File: config.mk
export PLATFORM = sky130hd
export DESIGN_NAME = morse_key_decoder_unit_flat
export DESIGN_NICKNAME = d
export VERILOG_FILES = /design/src/hdl/mkd_pkg.sv /design/src/hdl/mkd_if.sv /design/src/hdl/mkd_step.sv /design/src/hdl/morse_key_decoder_unit.sv /design/src/flat_wrapper.sv
export SDC_FILE = /design/constraint.sdc
export NUM_CORES = 1
export LEC_CHECK = 0
export BUFFER_PORTS_ARGS = -buffer_cell sky130_fd_sc_hd__buf_2
export CORE_MARGIN = 10
export CORE_UTILIZATION = 25
export CTS_CLUSTER_DIAMETER = 50
export DETAILED_ROUTE_END_ITERATION = 12
export SLEW_MARGIN = 10
export SYNTH_ARGS = -nofsm -noshare
export SYNTH_HDL_FRONTEND = slang
export SYNTH_SLANG_ARGS = --single-unit
File: constraint.sdc
create_clock -name clk -period 5.9 [get_ports clk]
set_clock_uncertainty 0.15 [all_clocks]
set_input_delay 0.59 -clock clk [delete_from_list [all_inputs] [get_ports clk]]
set_output_delay 0.59 -clock clk [all_outputs]
set_load 0.03 [all_outputs]
File: src/hdl/mkd_pkg.sv
// Shared types, codes and the character table of the Morse key decoder.
package mkd_pkg;

	// Width of one configuration register and of the register index.
	localparam int CFG_BITS = 8;
	localparam int CFG_INDEX_BITS = 3;

	// Code register: a leading marker bit followed by up to six symbols.
	localparam int CODE_BITS = 7;
	localparam int CHAR_BITS = 7;
	localparam int TABLE_ENTRIES = 64;
	localparam int TABLE_INDEX_BITS = $clog2(TABLE_ENTRIES);

	// Gap marks record which gap action has already fired in this release.
	localparam logic [2:0] MARK_NONE = 3'b000;
	localparam logic [2:0] MARK_SYMBOL = 3'b100;
	localparam logic [2:0] MARK_LETTER = 3'b010;
	localparam logic [2:0] MARK_WORD = 3'b001;

	localparam logic [CODE_BITS-1:0] CODE_START = 7'd1;
	localparam logic SYMBOL_DOT = 1'b0;
	localparam logic SYMBOL_DASH = 1'b1;

	localparam logic [CHAR_BITS-1:0] CHAR_NONE = 7'h00;
	localparam logic [CHAR_BITS-1:0] CHAR_SPACE = 7'h20;
	localparam logic [CHAR_BITS-1:0] CHAR_STAR = 7'h2A;

	// Configuration register indexes.
	typedef enum logic [CFG_INDEX_BITS-1:0] {
		REG_DIT_MAX = 3'd0,
		REG_DAH_MIN = 3'd1,
		REG_SYMBOL_GAP_MAX = 3'd2,
		REG_LETTER_GAP_MIN = 3'd3,
		REG_WORD_GAP = 3'd4
	} cfg_reg_t;

	localparam logic [CFG_BITS-1:0] DIT_MAX_RESET = 8'd5;
	localparam logic [CFG_BITS-1:0] DAH_MIN_RESET = 8'd15;
	localparam logic [CFG_BITS-1:0] SYMBOL_GAP_MAX_RESET = 8'd5;
	localparam logic [CFG_BITS-1:0] LETTER_GAP_MIN_RESET = 8'd15;
	localparam logic [CFG_BITS-1:0] WORD_GAP_RESET = 8'd35;

	// Timing thresholds, all in sample ticks.
	typedef struct packed {
		logic [CFG_BITS-1:0] dit_max_ticks;
		logic [CFG_BITS-1:0] dah_min_ticks;
		logic [CFG_BITS-1:0] symbol_gap_max_ticks;
		logic [CFG_BITS-1:0] letter_gap_min_ticks;
		logic [CFG_BITS-1:0] word_gap_ticks;
	} cfg_t;

	// Decoder state apart from the two tick counters.
	typedef struct packed {
		logic [CODE_BITS-1:0] code_bits;
		logic last_symbol;
		logic [2:0] gap_marks;
		logic lamp;
	} ctl_t;

	// One result beat.
	typedef struct packed {
		logic lamp_on;
		logic char_valid;
		logic [CHAR_BITS-1:0] char_code;
	} res_t;

	// Character for each code; the first character of the string is entry 0.
	localparam logic [TABLE_ENTRIES*8-1:0] LETTER_TABLE =
		"  ETIANMSURWDKGOHVF*L*PJBXCYZQ**54*3***2**+****16=/*****7***8*90";

	function automatic logic [CHAR_BITS-1:0] letter_char(
		input logic [TABLE_INDEX_BITS-1:0] idx
	);
		logic [7:0] b;
		b = LETTER_TABLE[(TABLE_ENTRIES - 1 - int'(idx)) * 8 +: 8];
		return b[CHAR_BITS-1:0];
	endfunction

endpackage

File: src/hdl/mkd_if.sv
// Valid/ready channel interfaces of the Morse key decoder.

// Key sample channel.
interface mkd_key_if;
	logic valid;
	logic ready;
	logic key_pressed;
	modport source(output valid, output key_pressed, input ready);
	modport sink(input valid, input key_pressed, output ready);
endinterface

// Decoded result channel.
interface mkd_res_if;
	logic valid;
	logic ready;
	logic lamp_on;
	logic char_valid;
	logic [6:0] char_code;
	modport source(output valid, output lamp_on, output char_valid, output char_code,
		input ready);
	modport sink(input valid, input lamp_on, input char_valid, input char_code,
		output ready);
endinterface

// Configuration write channel.
interface mkd_cfg_if;
	logic valid;
	logic ready;
	logic [2:0] index;
	logic [7:0] data;
	modport source(output valid, output index, output data, input ready);
	modport sink(input valid, input index, input data, output ready);
endinterface

File: src/hdl/mkd_step.sv
// Next-state and result logic for one key sample tick.
module mkd_step
	import mkd_pkg::*;
#(
	parameter int COUNT_BITS = 8
) (
	input  logic                  key_pressed,
	input  cfg_t                  cfg,
	input  logic [COUNT_BITS-1:0] press_count,
	input  logic [COUNT_BITS-1:0] release_count,
	input  ctl_t                  ctl,
	output logic [COUNT_BITS-1:0] press_count_next,
	output logic [COUNT_BITS-1:0] release_count_next,
	output ctl_t                  ctl_next,
	output res_t                  res
);

	// Comparisons run at the wider of the counter and register widths.
	localparam int CMP_BITS = (COUNT_BITS > CFG_BITS) ? COUNT_BITS : CFG_BITS;
	localparam logic [COUNT_BITS-1:0] COUNT_MAX = '1;

	logic [CMP_BITS-1:0] pc;
	logic [CMP_BITS-1:0] rc;
	logic [CMP_BITS-1:0] dit;
	logic [CMP_BITS-1:0] dah;
	logic [CMP_BITS-1:0] sgap;
	logic [CMP_BITS-1:0] lgap;
	logic [CMP_BITS-1:0] wgap;
	logic [CMP_BITS-1:0] cmax;

	assign pc = CMP_BITS'(press_count);
	assign rc = CMP_BITS'(release_count);
	assign dit = CMP_BITS'(cfg.dit_max_ticks);
	assign dah = CMP_BITS'(cfg.dah_min_ticks);
	assign sgap = CMP_BITS'(cfg.symbol_gap_max_ticks);
	assign lgap = CMP_BITS'(cfg.letter_gap_min_ticks);
	assign wgap = CMP_BITS'(cfg.word_gap_ticks);
	assign cmax = CMP_BITS'(COUNT_MAX);

	// Increment that saturates at the word gap and at the counter's top value.
	function automatic logic [COUNT_BITS-1:0] bump(
		input logic [CMP_BITS-1:0] c,
		input logic [CMP_BITS-1:0] lim,
		input logic [CMP_BITS-1:0] top
	);
		logic [CMP_BITS:0] n;
		n = {1'b0, c} + (CMP_BITS + 1)'(1);
		if (n > {1'b0, lim}) n = {1'b0, lim};
		if (n > {1'b0, top}) n = {1'b0, top};
		return n[COUNT_BITS-1:0];
	endfunction

	// Classify the stored press, then act on the stored release.
	always_comb begin
		ctl_next = ctl;
		res.char_valid = 1'b0;
		res.char_code = CHAR_NONE;

		if (pc != '0 && pc <= dit) begin
			ctl_next.last_symbol = SYMBOL_DOT;
		end else if (pc >= dah) begin
			ctl_next.last_symbol = SYMBOL_DASH;
			ctl_next.lamp = 1'b1;
		end
		if (pc != '0) ctl_next.gap_marks = MARK_NONE;

		if ((ctl_next.gap_marks & MARK_SYMBOL) == MARK_NONE && rc != '0 && rc <= sgap) begin
			// The top code bit means six symbols are held; stop shifting there.
			if (!ctl_next.code_bits[CODE_BITS-1])
				ctl_next.code_bits = {ctl_next.code_bits[CODE_BITS-2:0], ctl_next.last_symbol};
			ctl_next.lamp = 1'b0;
			ctl_next.gap_marks = MARK_SYMBOL;
		end else if ((ctl_next.gap_marks & MARK_LETTER) == MARK_NONE && rc >= lgap &&
				rc < wgap) begin
			if (ctl_next.code_bits[CODE_BITS-1])
				res.char_code = CHAR_STAR;
			else
				res.char_code = letter_char(ctl_next.code_bits[TABLE_INDEX_BITS-1:0]);
			res.char_valid = 1'b1;
			ctl_next.code_bits = CODE_START;
			ctl_next.gap_marks = MARK_LETTER;
		end else if ((ctl_next.gap_marks & MARK_WORD) == MARK_NONE && rc >= wgap) begin
			res.char_code = CHAR_SPACE;
			res.char_valid = 1'b1;
			ctl_next.gap_marks = MARK_WORD;
		end

		res.lamp_on = ctl_next.lamp;
	end

	// Count the current press or release.
	always_comb begin
		if (key_pressed) begin
			press_count_next = bump(pc, wgap, cmax);
			release_count_next = '0;
		end else begin
			press_count_next = '0;
			release_count_next = bump(rc, wgap, cmax);
		end
	end

endmodule

File: src/hdl/morse_key_decoder_unit.sv
// Morse key decoder: turns key sample beats into lamp state and ASCII characters.
// The result beat of an accepted key beat is in the output register in the next cycle.
// Throughput: one key beat per cycle; the key channel stalls only while a result waits.
// The sample state and the result register update in the same cycle as the accept.
// Reset (arst_n low, asynchronous) restores the default thresholds, clears the press count,
// sets the word gap mark, saturates the release count and empties the output register.
module morse_key_decoder_unit
	import mkd_pkg::*;
#(
	parameter int COUNT_BITS = 8
) (
	input logic       clk,
	input logic       arst_n,
	mkd_cfg_if.sink   cfg,
	mkd_key_if.sink   key_in,
	mkd_res_if.source result_out
);

	cfg_t                  cfg_q;
	logic [COUNT_BITS-1:0] press_count_q;
	logic [COUNT_BITS-1:0] release_count_q;
	ctl_t                  ctl_q;
	logic                  out_valid_q;
	res_t                  out_res_q;

	logic [COUNT_BITS-1:0] press_count_next;
	logic [COUNT_BITS-1:0] release_count_next;
	ctl_t                  ctl_next;
	res_t                  res_next;
	logic                  key_beat;

	// A key beat is taken whenever the output register is free or draining.
	assign key_in.ready = !out_valid_q || result_out.ready;
	assign key_beat = key_in.valid && key_in.ready;
	assign cfg.ready = 1'b1;

	mkd_step #(
		.COUNT_BITS(COUNT_BITS)
	) u_step (
		.key_pressed       (key_in.key_pressed),
		.cfg               (cfg_q),
		.press_count       (press_count_q),
		.release_count     (release_count_q),
		.ctl               (ctl_q),
		.press_count_next  (press_count_next),
		.release_count_next(release_count_next),
		.ctl_next          (ctl_next),
		.res               (res_next)
	);

	// Threshold registers; writes to unused indexes are dropped.
	always_ff @(posedge clk or negedge arst_n) begin
		if (!arst_n) begin
			cfg_q.dit_max_ticks <= DIT_MAX_RESET;
			cfg_q.dah_min_ticks <= DAH_MIN_RESET;
			cfg_q.symbol_gap_max_ticks <= SYMBOL_GAP_MAX_RESET;
			cfg_q.letter_gap_min_ticks <= LETTER_GAP_MIN_RESET;
			cfg_q.word_gap_ticks <= WORD_GAP_RESET;
		end else if (cfg.valid && cfg.ready) begin
			unique case (cfg_reg_t'(cfg.index))
				REG_DIT_MAX: cfg_q.dit_max_ticks <= cfg.data;
				REG_DAH_MIN: cfg_q.dah_min_ticks <= cfg.data;
				REG_SYMBOL_GAP_MAX: cfg_q.symbol_gap_max_ticks <= cfg.data;
				REG_LETTER_GAP_MIN: cfg_q.letter_gap_min_ticks <= cfg.data;
				REG_WORD_GAP: cfg_q.word_gap_ticks <= cfg.data;
				default: ;
			endcase
		end
	end

	// Decoder state advances once per accepted key beat.
	always_ff @(posedge clk or negedge arst_n) begin
		if (!arst_n) begin
			press_count_q <= '0;
			release_count_q <= '1;
			ctl_q.code_bits <= CODE_START;
			ctl_q.last_symbol <= SYMBOL_DOT;
			ctl_q.gap_marks <= MARK_WORD;
			ctl_q.lamp <= 1'b0;
		end else if (key_beat) begin
			press_count_q <= press_count_next;
			release_count_q <= release_count_next;
			ctl_q <= ctl_next;
		end
	end

	// Output register valid flag.
	always_ff @(posedge clk or negedge arst_n) begin
		if (!arst_n) begin
			out_valid_q <= 1'b0;
		end else if (key_beat) begin
			out_valid_q <= 1'b1;
		end else if (result_out.ready) begin
			out_valid_q <= 1'b0;
		end
	end

	// Output register payload.
	always_ff @(posedge clk) begin
		if (key_beat) begin
			out_res_q <= res_next;
		end
	end

	assign result_out.valid = out_valid_q;
	assign result_out.lamp_on = out_res_q.lamp_on;
	assign result_out.char_valid = out_res_q.char_valid;
	assign result_out.char_code = out_res_q.char_code;

endmodule

File: src/flat_wrapper.sv
// flat-port wrapper written by rule: the top's interface ports become plain ports
module morse_key_decoder_unit_flat import mkd_pkg::*;
#(
	parameter int COUNT_BITS = 8
)
  (clk, arst_n, cfg_valid, cfg_index, cfg_data, cfg_ready, key_in_valid, key_in_key_pressed, key_in_ready, result_out_valid, result_out_lamp_on, result_out_char_valid, result_out_char_code, result_out_ready);
  mkd_cfg_if cfg_i ();
  mkd_key_if key_in_i ();
  mkd_res_if result_out_i ();
  input logic clk;
  input logic arst_n;
  input wire logic [$bits(cfg_i.valid)-1:0] cfg_valid;
  input wire logic [$bits(cfg_i.index)-1:0] cfg_index;
  input wire logic [$bits(cfg_i.data)-1:0] cfg_data;
  output wire logic [$bits(cfg_i.ready)-1:0] cfg_ready;
  input wire logic [$bits(key_in_i.valid)-1:0] key_in_valid;
  input wire logic [$bits(key_in_i.key_pressed)-1:0] key_in_key_pressed;
  output wire logic [$bits(key_in_i.ready)-1:0] key_in_ready;
  output wire logic [$bits(result_out_i.valid)-1:0] result_out_valid;
  output wire logic [$bits(result_out_i.lamp_on)-1:0] result_out_lamp_on;
  output wire logic [$bits(result_out_i.char_valid)-1:0] result_out_char_valid;
  output wire logic [$bits(result_out_i.char_code)-1:0] result_out_char_code;
  input wire logic [$bits(result_out_i.ready)-1:0] result_out_ready;
  assign cfg_i.valid = cfg_valid;
  assign cfg_i.index = cfg_index;
  assign cfg_i.data = cfg_data;
  assign cfg_ready = cfg_i.ready;
  assign key_in_i.valid = key_in_valid;
  assign key_in_i.key_pressed = key_in_key_pressed;
  assign key_in_ready = key_in_i.ready;
  assign result_out_valid = result_out_i.valid;
  assign result_out_lamp_on = result_out_i.lamp_on;
  assign result_out_char_valid = result_out_i.char_valid;
  assign result_out_char_code = result_out_i.char_code;
  assign result_out_i.ready = result_out_ready;
  morse_key_decoder_unit #(.COUNT_BITS(COUNT_BITS)) u_core (.clk(clk), .arst_n(arst_n), .cfg(cfg_i), .key_in(key_in_i), .result_out(result_out_i));
endmodule
; Word-level counts from Yosys, hierarchy flattened
; Cells that the tools add are included.
[totals]
reg_bits = 78
inputBits = 17
output_inout_bits = 12
[classes]
n_lt_le_gt_ge = 10
shifts = 1
n_eq_ne = 5
add_sub_neg = 3
reduce_logical = 24
muxes = 25
[op_table]
columns = op, count
row1 = "512-bit by 10-bit indexed part select with 7-bit output, first input constant", 1
row2 = 8-bit 2-to-1 mux, 6
row3 = 9-bit 2-to-1 mux, 4
row4 = 7-bit 2-to-1 mux, 4
row5 = 8-bit >= comparator, 3
row6 = "8-bit by 1-bit adder with 9-bit output, second input constant", 2
row7 = 9-bit by 8-bit greater-than comparator with 1-bit output, 2
row8 = "9-bit by 8-bit greater-than comparator with 1-bit output, second input constant", 2
row9 = 8-bit less-or-equal comparator, 2
row10 = 8-bit nonzero test, 2
row11 = 3-bit zero test, 4
row12 = 3-bit 2-to-1 mux, 4
row13 = 2-bit AND reduction, 6
row14 = 8-bit less-than comparator, 1
row15 = 1-bit logical AND, 7
row16 = 1-bit 2-to-1 mux, 7
row17 = "6-bit by 6-bit subtractor with 7-bit output, first input constant", 1
row18 = "3-bit by 2-bit == test with 1-bit output, second input constant", 2
row19 = 2-bit nonzero test, 2
row20 = "3-bit by 1-bit == test with 1-bit output, second input constant", 1
row21 = "3-bit == test, second input constant", 1
row22 = 3-bit AND reduction, 1
row23 = "2-bit inequality test, second input constant", 1
row24 = 1-bit zero test, 1
row25 = 1-bit logical OR, 1

; Depth between registers and ports, before layout
; Gate-level depths: netlist of the first run.
[depth]
word_depth = 7
depth_mapped = 13

; Hierarchy
; From an unflattened synthesis of the first run, not the netlist that was laid out.
[unflattened]
cells_unflattened = 565
hier_area_um2 = 5718.0
[by_module_without_submodules]
columns = module, cells_per_inst, n_inst, area_each_um2, seq_area_each_um2
row1 = morse_key_decoder_unit, 163, 1, 2924.1, 2028.2
row2 = mkd_step, 402, 1, 2793.9, 0.0

; Least setup slack after synthesis of the first run
; Ideal clock, no wire load.
[synth_path]
path_kind = flip-flop to flip-flop
start = register u_core.release_count_q[2]
end = register u_core.release_count_q[4]
t_required_ns = 5.662
stages_incl_launch_ff = 14
setup_slack_ns = 2.916
t_arrival_ns = 2.746
setup_time_ns = 0.088
cell_sequence = dfstp_2 -> and3_1 -> and3_1 -> nand3_1 -> xnor2_1 -> ha_1 -> nor4_1 -> o21ai_0 -> a21oi_1 -> o32a_1 -> clkbuf_1 -> buf_2 -> mux2i_1 -> o21ai_0
[synth_between]
elab_chain_len = 7
[synth_rtl]
columns = item, line_no
row1 = start: declaration, morse_key_decoder_unit.sv:21  ; logic [COUNT_BITS-1:0] release_count_q;
row2 = start signal: assignment, morse_key_decoder_unit.sv:82  ; release_count_q <= release_count_next;
row3 = 8-bit by 1-bit adder with 9-bit output *, mkd_step.sv:47  ; n = {1'b0, c} + (CMP_BITS + 1)'(1);
row4 = 9-bit by 8-bit greater-than comparator with 1-bit output, mkd_step.sv:48  ; if (n > {1'b0, lim}) n = {1'b0, lim};
row5 = 9-bit 2-to-1 mux *, mkd_step.sv:48
row6 = 9-bit 2-to-1 mux *, mkd_step.sv:93  ; if (key_pressed) begin
row7 = 9-bit by 8-bit greater-than comparator with 1-bit output, mkd_step.sv:49  ; if (n > {1'b0, top}) n = {1'b0, top};
row8 = 8-bit 2-to-1 mux *, mkd_step.sv:49
row9 = 8-bit 2-to-1 mux *, mkd_step.sv:93
; Every way passes the cells marked *; elsewhere a longest branch is shown, timed or not. The select of a mux whose other input is x is not followed.
; A chain may end at the register's enable or synchronous reset.

; Worst setup path in the final report of the first run
[layout_path]
start = register u_core.press_count_q[1]
end = register u_core.press_count_q[1]
[layout_between]
elab_chain_len = 7
[layout_rtl]
columns = item, line_no
row1 = start: declaration, morse_key_decoder_unit.sv:20  ; logic [COUNT_BITS-1:0] press_count_q;
row2 = start signal: assignment, morse_key_decoder_unit.sv:81  ; press_count_q <= press_count_next;
row3 = 8-bit by 1-bit adder with 9-bit output *, mkd_step.sv:47
row4 = 9-bit by 8-bit greater-than comparator with 1-bit output, mkd_step.sv:48
row5 = 9-bit 2-to-1 mux *, mkd_step.sv:48
row6 = 9-bit 2-to-1 mux *, mkd_step.sv:93
row7 = 9-bit by 8-bit greater-than comparator with 1-bit output, mkd_step.sv:49
row8 = 8-bit 2-to-1 mux *, mkd_step.sv:49
row9 = 8-bit 2-to-1 mux *, mkd_step.sv:93
; Marked as above.

==> flow_summary.json, run 1 <==
{
  "run_status": "completed",
  "peakVddDrop_mv": 0.196,
  "clock_tree.root_cell": "sky130_fd_sc_hd__clkbuf_16",
  "synth_top_area_share_pct": 19.2,
  "yosys-top-cells-area": "sky130_fd_sc_hd__dfrtp_1 19%, sky130_fd_sc_hd__ha_1 14%, sky130_fd_sc_hd__dfstp_2 11%",
  "cts.reportedPaths.clkPinSlew_ps": 60,
  "remaining_drc_errors": 0,
  "row_count": 55,
  "post_cts_buffers": 0,
  "final_cell_count_without_fillers": 918,
  "pin_count_of_the_biggest_net_entering_global_routing": 70,
  "layout_area_growth_over_synthesis_pct": 11.0,
  "power.density_nw_per_um2": 484,
  "placement.setup.worst_slack_ps": 2300,
  "synth_edf_count": 9,
  "synth.net_count": 701,
  "part_of_the_yosys_area_used_for_sequential_elements_pct": 35.3,
  "async_reset_ff_share_pct": 88.5,
  "sort_of_element_at_the_end_of_the_critical_path": "flip-flop",
  "post-route-min-period_ps": 3630,
  "worst-path-max-fanout": 16,
  "syn-mean-instance-area_sq_um": 9.30,
  "die_w_microns": 172,
  "ctsResizeCount": 0,
  "syn_inst": 618,
  "dr_total_vias": 4540,
  "core_area_sq_um": 22600,
  "r2r.worst_path.cells": 11,
  "maxSlewViolCount": 0,
  "global_route.overflow_total": 0,
  "post-synth-top-area-cell": "sky130_fd_sc_hd__dfrtp_1",
  "final_core_util_pct": 28.2,
  "clock_insertion_delay_worst_skew_ps": 340,
  "floorplan_die_area_sq_um": 29400,
  "clock_tree.htree_level_count": 3,
  "detail_route.wl_per_cell_microns": 15.8,
  "die_height_microns": 172,
  "vias_per_cell": 4.95,
  "yosysUniqueCellTypes": 77,
  "antenna_left": 0,
  "clock_tree_from_tritoncts": "built",
  "ys.flop_type": "sky130_fd_sc_hd__dfrtp_1",
  "cts_hold_repair.buffers": 0,
  "rsz0062_at_grt": "false",
  "power.leakage_nw": 2.75,
  "dp_cells": 902,
  "floorplan.initialDensity_pct": 25.4,
  "drt-total-wl_mm": 14.5,
  "yosys_register_bits": 78,
  "clock_path_buffers": 2,
  "drtIter0Drc": 450,
  "final.setup.worst_slack_ps": 2270,
  "finalWeightedCongestion": 0.833,
  "fmax_ghz": 0.276,
  "timing.setup.critical_path_class": "reg -> reg",
  "synth.cell_area_sq_um": 5750,
  "r2r_slack_ps": 2270,
  "wire_length_of_the_first_global_routing_pass_mm": 23.6,
  "dpl.hpwl_mm": 10.6,
  "fraction_of_final_layout_cells_with_drive_strength_greater_than_1_pct": 15.8,
  "slew_headroom_pct": 29.1,
  "cp.required_ps": 5940,
  "gr-usage-all-layers_pct": 9.99,
  "grt_antenna_before_repair": 0,
  "cts-buffers-inserted": 9,
  "drv.max_cap_violation_count": 0,
  "first_global_vias": 4273,
  "critical_path_arrival_ps": 3670,
  "port-buffer-count": 27,
  "io_pins": 29,
  "antenna-diode-count": 0,
  "yosysWarnings": 0,
  "setup_tns_ps": 0,
  "critical_path.startpoint_type": "flip-flop",
  "timing.final.setup_violations": 0,
  "finalNetCount": 711,
  "timing.final.hold_violations": 0,
  "layout_worst_path_cycle_share_pct": 61.4,
  "worst-slew-pin-transition_ps": 1060,
  "hold_path.class": "in -> async",
  "numClockSinks": 78,
  "dr.pass1.iters": 5
}
## per-stage QoR
step	total power [W]	hold WS, ps	instance area (sq um)
6_report	0.00308	310	6380
5_1_grt	0.00337	319	6380
4_1_cts	0.00310	310	6380
3_5_place_dp	0.00257	335	6110
3_3_place_gp	0.00253	331	6110
2_1_floorplan	0.00218	144	5750
## worst max-delay path, stage by stage (launching register included)
cell and delay [ps]:
sky130_fd_sc_hd__dfrtp_1 470, sky130_fd_sc_hd__ha_1 320, sky130_fd_sc_hd__and3_1 260, sky130_fd_sc_hd__nand3_1 110, sky130_fd_sc_hd__xnor2_1 200, sky130_fd_sc_hd__ha_1 270
sky130_fd_sc_hd__a21o_1 160, sky130_fd_sc_hd__a21oi_1 190, sky130_fd_sc_hd__nand2_1 80, sky130_fd_sc_hd__o21ai_1 820, sky130_fd_sc_hd__and2_1 330, sky130_fd_sc_hd__o221ai_1 150
## path summary, 6_finish.rpt
| path | startpoint | to |
|---|---|---|
| setup / recovery | u_core.press_count_q[1] | u_core.press_count_q[1] |
| hold / removal | arst_n | u_core.cfg_q[36] |
| setup reg to reg | u_core.press_count_q[1] | u_core.press_count_q[1] |
| hold reg to reg | u_core.ctl_q[1] | u_core.ctl_q[1] |
| max in group asynchronous | arst_n | u_core.cfg_q[7] |
| min in group clk | key_in_valid | u_core.result_out.valid |
## area by class of cell
cell class | count | area [sq um]
fillers | 2429 | 16300
multi-input cells | 455 | 3360
flip-flops and latches | 78 | 2030
well taps | 285 | 357
clock buffers | 11 | 233
inverters | 53 | 199
repair buffers | 31 | 165
clock inverters | 5 | 35.0
## Yosys cell counts (all sizes together) (9+ instances only)
library cell,instances
dfrtp,44
dfstp,25
nand3,22
ha,66
nand2b,12
nor2,24
inv,52
nand2,59
o21ai,54
a22oi,10
nor2b,12
mux2i,11
clkbuf,26
edfxtp,9
a21oi,29
mux2,13
nor3,12
## metal layers
layer	routed length, microns	vias up	track usage, %
li1	-	2267	-
met3	744	12	2.59
met4	120	0	1.93
met2	6060	95	14.1
met5	0	-	0
met1	7560	2166	14.8
## sequential cells by signal, indices dropped and copies added (netlist names)
signal                        count
u_core.result_out.char_valid      1
u_core.result_out.lamp_on         1
u_core.ctl_q                     12
u_core.result_out.valid           1
u_core.result_out.char_code       7
u_core.cfg_q                     40
u_core.press_count_q              8
u_core.release_count_q            8
## cells in the final DEF, fill, tap and decap left out, types with 7 or more instances in the layout
| cell type | count |
|---|---|
| sky130_fd_sc_hd__mux2i_1 | 11 |
| sky130_fd_sc_hd__o211ai_1 | 8 |
| sky130_fd_sc_hd__nor2b_1 | 12 |
| sky130_fd_sc_hd__a31oi_1 | 7 |
| sky130_fd_sc_hd__nor2_1 | 24 |
| sky130_fd_sc_hd__a211oi_1 | 8 |
| sky130_fd_sc_hd__xnor2_1 | 8 |
| sky130_fd_sc_hd__a21oi_1 | 28 |
| sky130_fd_sc_hd__a21o_1 | 8 |
| sky130_fd_sc_hd__o21ai_0 | 53 |
| sky130_fd_sc_hd__nor3_1 | 12 |
| sky130_fd_sc_hd__mux2_2 | 13 |
| sky130_fd_sc_hd__nand3_1 | 21 |
| sky130_fd_sc_hd__buf_2 | 27 |
| sky130_fd_sc_hd__inv_1 | 52 |
| sky130_fd_sc_hd__nand2_1 | 59 |
| sky130_fd_sc_hd__dfrtp_1 | 44 |
| sky130_fd_sc_hd__nand2b_1 | 11 |
| sky130_fd_sc_hd__a22oi_1 | 10 |
| sky130_fd_sc_hd__edfxtp_1 | 9 |
| sky130_fd_sc_hd__dfstp_2 | 25 |
| sky130_fd_sc_hd__clkbuf_16 | 9 |
| sky130_fd_sc_hd__ha_1 | 66 |
## cells by family (layout without fill, tap and decap cells)
group / after synthesis / in the layout / share of synthesized area [%]
AND/OR/NAND/NOR: 175 / 175 / 16.1
AO/OA/AOI/OAI: 174 / 174 / 21.0
buffers and inverters: 85 / 100 / 6.18
flip-flops: 78 / 78 / 35.3
adder cells (fa/ha/maj): 66 / 66 / 14.4
multiplexers: 25 / 25 / 4.86
XOR/XNOR: 14 / 14 / 2.13
other: 1 / 1 / 0.0653
## power breakdown
group          switching (W)  internal [W]  total, W
logic               0.000900      0.000668   0.00157
registers           0.000265      0.000739   0.00100
clock network       0.000227      0.000285  0.000512
total                0.00139       0.00169   0.00308
(Power assumes the default switching activity.)
==> inputs of run 2 (changes only) <==
clock period = 3.4 ns   (was 5.9 ns; I/O delays follow)
==> flow_summary.json, run 2 (same netlist as run 1, synthesis figures left out) <==
{
  "run_status": "completed",
  "row_count": 55,
  "share_seq_of_total_power_pct": 30.4,
  "wire_length_of_the_first_global_routing_pass_mm": 24.1,
  "worst-path-max-fanout": 14,
  "vias_per_cell": 4.99,
  "timing.final.hold_violations": 0,
  "cts.reportedPaths.clkPinSlew_ps": 70,
  "clock_path_buffers": 2,
  "cts_hold_repair.buffers": 0,
  "die_height_microns": 172,
  "largest_register": "u_core.cfg_q",
  "finalWeightedCongestion": 0.871,
  "floorplan.initialDensity_pct": 25.4,
  "worst-slew-pin-transition_ps": 907,
  "power.leakage_nw": 2.82,
  "fmax_ghz": 0.324,
  "cp.required_ps": 3520,
  "final.setup.worst_slack_ps": 310,
  "internal_power_w": 0.00307,
  "critical_path_arrival_ps": 3210,
  "antenna-diode-count": 0,
  "drv.max_cap_violation_count": 0,
  "clock_insertion_delay_worst_skew_ps": 360,
  "cts-buffers-inserted": 9,
  "sort_of_element_at_the_end_of_the_critical_path": "flip-flop",
  "power.clock.fraction_pct": 18.5,
  "dpl.hpwl_mm": 10.4,
  "timing.setup.critical_path_class": "reg -> reg",
  "maxSlewViolCount": 0,
  "io_pins": 29,
  "gr-usage-all-layers_pct": 10.3,
  "first_global_vias": 4419,
  "pin_count_of_the_biggest_net_entering_global_routing": 70,
  "largest_register_ff_count": 40,
  "netSwitchingPower_w": 0.00245,
  "port-buffer-count": 27,
  "hold_path.class": "in -> async",
  "layout_area_growth_over_synthesis_pct": 12.7,
  "antenna_left": 0,
  "rsz0062_at_grt": "false",
  "most-common-layout-cells": "66 x sky130_fd_sc_hd__ha_1, 59 x sky130_fd_sc_hd__nand2_1, 53 x sky130_fd_sc_hd__o21ai_0",
  "setup_tns_ps": 0,
  "drt-total-wl_mm": 14.6,
  "clock_tree.root_cell": "sky130_fd_sc_hd__clkbuf_16",
  "dr.pass1.iters": 4,
  "timing.final.setup_violations": 0,
  "clock_tree_from_tritoncts": "built",
  "switch_share_pct": 44.4,
  "post-route-min-period_ps": 3090,
  "global_route.overflow_total": 0,
  "dr_total_vias": 4619,
  "layout.cells.most_common": "sky130_fd_sc_hd__ha_1",
  "peakVddDrop_mv": 0.368,
  "critical_path.startpoint_type": "flip-flop",
  "finalNetCount": 719,
  "floorplan_die_area_sq_um": 29400,
  "fill_cells": 2376,
  "p_comb_share_pct": 51.0,
  "die_w_microns": 172,
  "detail_route.wl_per_cell_microns": 15.8,
  "clock_tree.htree_level_count": 3,
  "ctsResizeCount": 0,
  "layout_worst_path_cycle_share_pct": 90.9,
  "slew_headroom_pct": 39.6,
  "post_cts_buffers": 0,
  "drtIter0Drc": 297,
  "remaining_drc_errors": 0,
  "grt_antenna_before_repair": 0,
  "biggestRegsByFlops": "u_core.cfg_q (40), u_core.ctl_q (12)",
  "placement.setup.worst_slack_ps": 313,
  "core_area_sq_um": 22600,
  "power.density_nw_per_um2": 853,
  "numClockSinks": 78,
  "fraction_of_final_layout_cells_with_drive_strength_greater_than_1_pct": 17.2
}
## run 2: final timing paths
| check | startpoint | end | slack (ps) | cells past startpoint |
|---|---|---|---|---|
| setup / recovery | u_core.release_count_q[1] | u_core.release_count_q[1] | 310 | 12 |
| hold / removal | arst_n | u_core.cfg_q[33] | 60 | 2 |
| setup reg to reg | u_core.release_count_q[1] | u_core.release_count_q[1] | 310 | 12 |
| hold reg to reg | u_core.ctl_q[1] | u_core.ctl_q[1] | 350 | 2 |
| max in group asynchronous | arst_n | u_core.ctl_q[4] | 2460 | 2 |
| min in group clk | key_in_valid | u_core.result_out.valid | 110 | 2 |
## run 2: per-stage QoR
stage	instances	utilization, %	area, sq um	total power, W	hold WS, ps
2_1_floorplan	618	-	5750	0.00379	-106
4_1_cts	926	28.6	6470	0.00554	83.9
3_5_place_dp	910	27.3	6170	0.00448	336
3_3_place_gp	910	27.3	6170	0.00443	327
5_1_grt	926	28.6	6470	0.00602	107
6_report	926	28.6	6470	0.00553	57.7
## run 2: final cells by class
class                   count  area, sq um  share of cell area [%]
clock buffers               9          225                    3.48
clock inverters             7         78.8                    1.22
inverters                  53          199                    3.07
multi-input cells         455         3360                    51.9
flip-flops and latches     78         2030                    31.3
well taps                 285          357                    5.51
repair buffers             39          225                    3.48
## run 2: per-layer routing
| layer | part of all wire [%] | vias to the layer above | routed length [microns] | track usage [%] |
|---|---|---|---|---|
| met5 | 0 | - | 0 | 0 |
| met2 | 43 | 101 | 6240 | 15.1 |
| li1 | - | 2287 | - | - |
| met1 | 50 | 2221 | 7380 | 14.3 |
| met3 | 6.0 | 10 | 871 | 3.67 |
| met4 | 0.88 | 0 | 129 | 1.93 |
## run 2: power by group through the flow
stage | combinational, W | clock, W | sequential, W
floorplan | 0.00225 | 0 | 0.00154
global placement | 0.00275 | 0 | 0.00168
detailed placement | 0.00279 | 0 | 0.00169
CTS | 0.00281 | 0.00105 | 0.00167
global route | 0.00320 | 0.00109 | 0.00173
finish | 0.00282 | 0.00102 | 0.00168
## run 2: critical path, cell delays in order, from the launching register on
cell and delay [ps]:
sky130_fd_sc_hd__dfstp_2 610, sky130_fd_sc_hd__ha_1 260, sky130_fd_sc_hd__and3_1 200, sky130_fd_sc_hd__nand3_1 180, sky130_fd_sc_hd__xnor2_1 180, sky130_fd_sc_hd__ha_1 290, sky130_fd_sc_hd__o21ai_0 110, sky130_fd_sc_hd__nand2b_1 90
sky130_fd_sc_hd__a21oi_1 60, sky130_fd_sc_hd__o32a_1 330, sky130_fd_sc_hd__buf_4 200, sky130_fd_sc_hd__mux2i_1 130, sky130_fd_sc_hd__o31ai_1 200
==> inputs of run 3 (changes only) <==
CTS_BUF_LIST = sky130_fd_sc_hd__clkbuf_4 sky130_fd_sc_hd__clkbuf_8   (was not set)
HOLD_SLACK_MARGIN = 0.02   (was not set)
MAX_ROUTING_LAYER = met4   (was not set)
==> flow_summary.json, run 3 (same netlist as run 1, synthesis figures left out) <==
{
  "first_global_vias": 4396,
  "port-buffer-count": 27,
  "remaining_drc_errors": 0,
  "post-route-min-period_ps": 3100,
  "timing.final.hold_violations": 0,
  "power.density_nw_per_um2": 825,
  "clock_insertion_delay_worst_skew_ps": 390,
  "largest_register_ff_count": 40,
  "biggestRegsByFlops": "u_core.cfg_q (40), u_core.ctl_q (12)",
  "row_count": 55,
  "clock_tree_from_tritoncts": "built",
  "placement.setup.worst_slack_ps": 313,
  "layout_area_growth_over_synthesis_pct": 10.9,
  "post_cts_buffers": 0,
  "hold_path.class": "in -> async",
  "io_pins": 29,
  "drtIter0Drc": 315,
  "clock_tree.root_cell": "sky130_fd_sc_hd__clkbuf_8",
  "dr.pass1.iters": 5,
  "numClockSinks": 78,
  "wire_length_of_the_first_global_routing_pass_mm": 24.1,
  "detail_route.wl_per_cell_microns": 15.7,
  "gr-usage-all-layers_pct": 10.5,
  "cts_hold_repair.buffers": 0,
  "antenna-diode-count": 0,
  "timing.setup.critical_path_class": "reg -> reg",
  "cts-buffers-inserted": 9,
  "run_status": "completed",
  "layout.cells.most_common": "sky130_fd_sc_hd__ha_1",
  "largest_register": "u_core.cfg_q",
  "clock_tree.htree_level_count": 3,
  "sort_of_element_at_the_end_of_the_critical_path": "flip-flop",
  "floorplan.initialDensity_pct": 25.4,
  "die_height_microns": 172,
  "finalWeightedCongestion": 0.885,
  "most-common-layout-cells": "66 x sky130_fd_sc_hd__ha_1, 59 x sky130_fd_sc_hd__nand2_1, 53 x sky130_fd_sc_hd__o21ai_0",
  "fill_cells": 2386,
  "global_route.overflow_total": 0,
  "cp.required_ps": 3550,
  "cts.reportedPaths.clkPinSlew_ps": 100,
  "combined_flip_flop_and_latch_cell_area_sq_um": 2030,
  "setup_tns_ps": 0,
  "vias_per_cell": 4.95,
  "fraction_of_final_layout_cells_with_drive_strength_greater_than_1_pct": 17.2,
  "core_area_sq_um": 22600,
  "maxSlewViolCount": 0,
  "clock_path_buffers": 2,
  "finalNetCount": 719,
  "floorplan_die_area_sq_um": 29400,
  "grt_antenna_before_repair": 0,
  "pin_count_of_the_biggest_net_entering_global_routing": 70,
  "layout_worst_path_cycle_share_pct": 91.3,
  "worst-slew-pin-transition_ps": 904,
  "peakVddDrop_mv": 0.364,
  "final.setup.worst_slack_ps": 297,
  "drv.max_cap_violation_count": 0,
  "critical_path_arrival_ps": 3260,
  "die_w_microns": 172,
  "critical_path.startpoint_type": "flip-flop",
  "antenna_left": 0,
  "dpl.hpwl_mm": 10.4,
  "slew_headroom_pct": 39.8,
  "multi_input_area_sq_um": 3360,
  "rsz0062_at_grt": "false",
  "dr_total_vias": 4582,
  "timing.final.setup_violations": 0,
  "fmax_ghz": 0.322,
  "worst-path-max-fanout": 14,
  "ctsResizeCount": 0,
  "power.leakage_nw": 2.77,
  "drt-total-wl_mm": 14.5
}
[run 3: power by group]
part	switching [W]	internal (W)
sequential	0.000398	0.00128
clock	0.000413	0.000350
combinational	0.00161	0.00121
[run 3: final cells by class]
type,count,area share (%)
clock buffer,9,1.94
multi-input combinational,455,52.7
sequential,78,31.8
inverter,53,3.12
tap,285,5.59
timing repair buffer,39,3.53
clock inverter,7,1.24
[run 3: final timing paths]
| check | start | to | slack, ps | depth (start not counted) |
|---|---|---|---|---|
| min reg2reg | u_core.ctl_q[1] | u_core.ctl_q[1] | 350 | 2 |
| min in group clk | key_in_valid | u_core.result_out.valid | 70 | 2 |
| min | arst_n | u_core.cfg_q[2] | 20 | 2 |
| max | u_core.release_count_q[1] | u_core.release_count_q[7] | 300 | 12 |
| max in group asynchronous | arst_n | u_core.ctl_q[4] | 2500 | 2 |
| max reg2reg | u_core.release_count_q[1] | u_core.release_count_q[7] | 300 | 12 |
[run 3: routing by layer]
metal	vias to the layer above	global-route usage [%]	share of wire [%]
li1	2284	-	-
met1	2172	14.5	50
met5	-	-	0
met3	15	2.73	5.7
met2	111	15.1	43
met4	0	2.50	1.0
[run 3: critical path, cell delays in order, from the launching register on]
cell and delay, ps:
sky130_fd_sc_hd__dfstp_2 620, sky130_fd_sc_hd__ha_1 260, sky130_fd_sc_hd__and3_1 200, sky130_fd_sc_hd__nand3_1 180, sky130_fd_sc_hd__xnor2_1 180, sky130_fd_sc_hd__ha_1 200, sky130_fd_sc_hd__nor4_1 270, sky130_fd_sc_hd__o21ai_0 130
sky130_fd_sc_hd__a21oi_1 140, sky130_fd_sc_hd__o32a_1 150, sky130_fd_sc_hd__buf_4 220, sky130_fd_sc_hd__mux2i_1 100, sky130_fd_sc_hd__o31ai_1 200
[run 3: through the flow]
stage	util, %	std cells	instance area (sq um)	total power, W	hold WS, ps
6_report	28.2	926	6370	0.00526	15.3
5_1_grt	28.2	926	6370	0.00574	75.7
4_1_cts	28.2	926	6370	0.00528	42.2
3_5_place_dp	27.3	910	6170	0.00448	336
3_3_place_gp	27.3	910	6170	0.00443	327
2_1_floorplan	-	618	5750	0.00379	-106
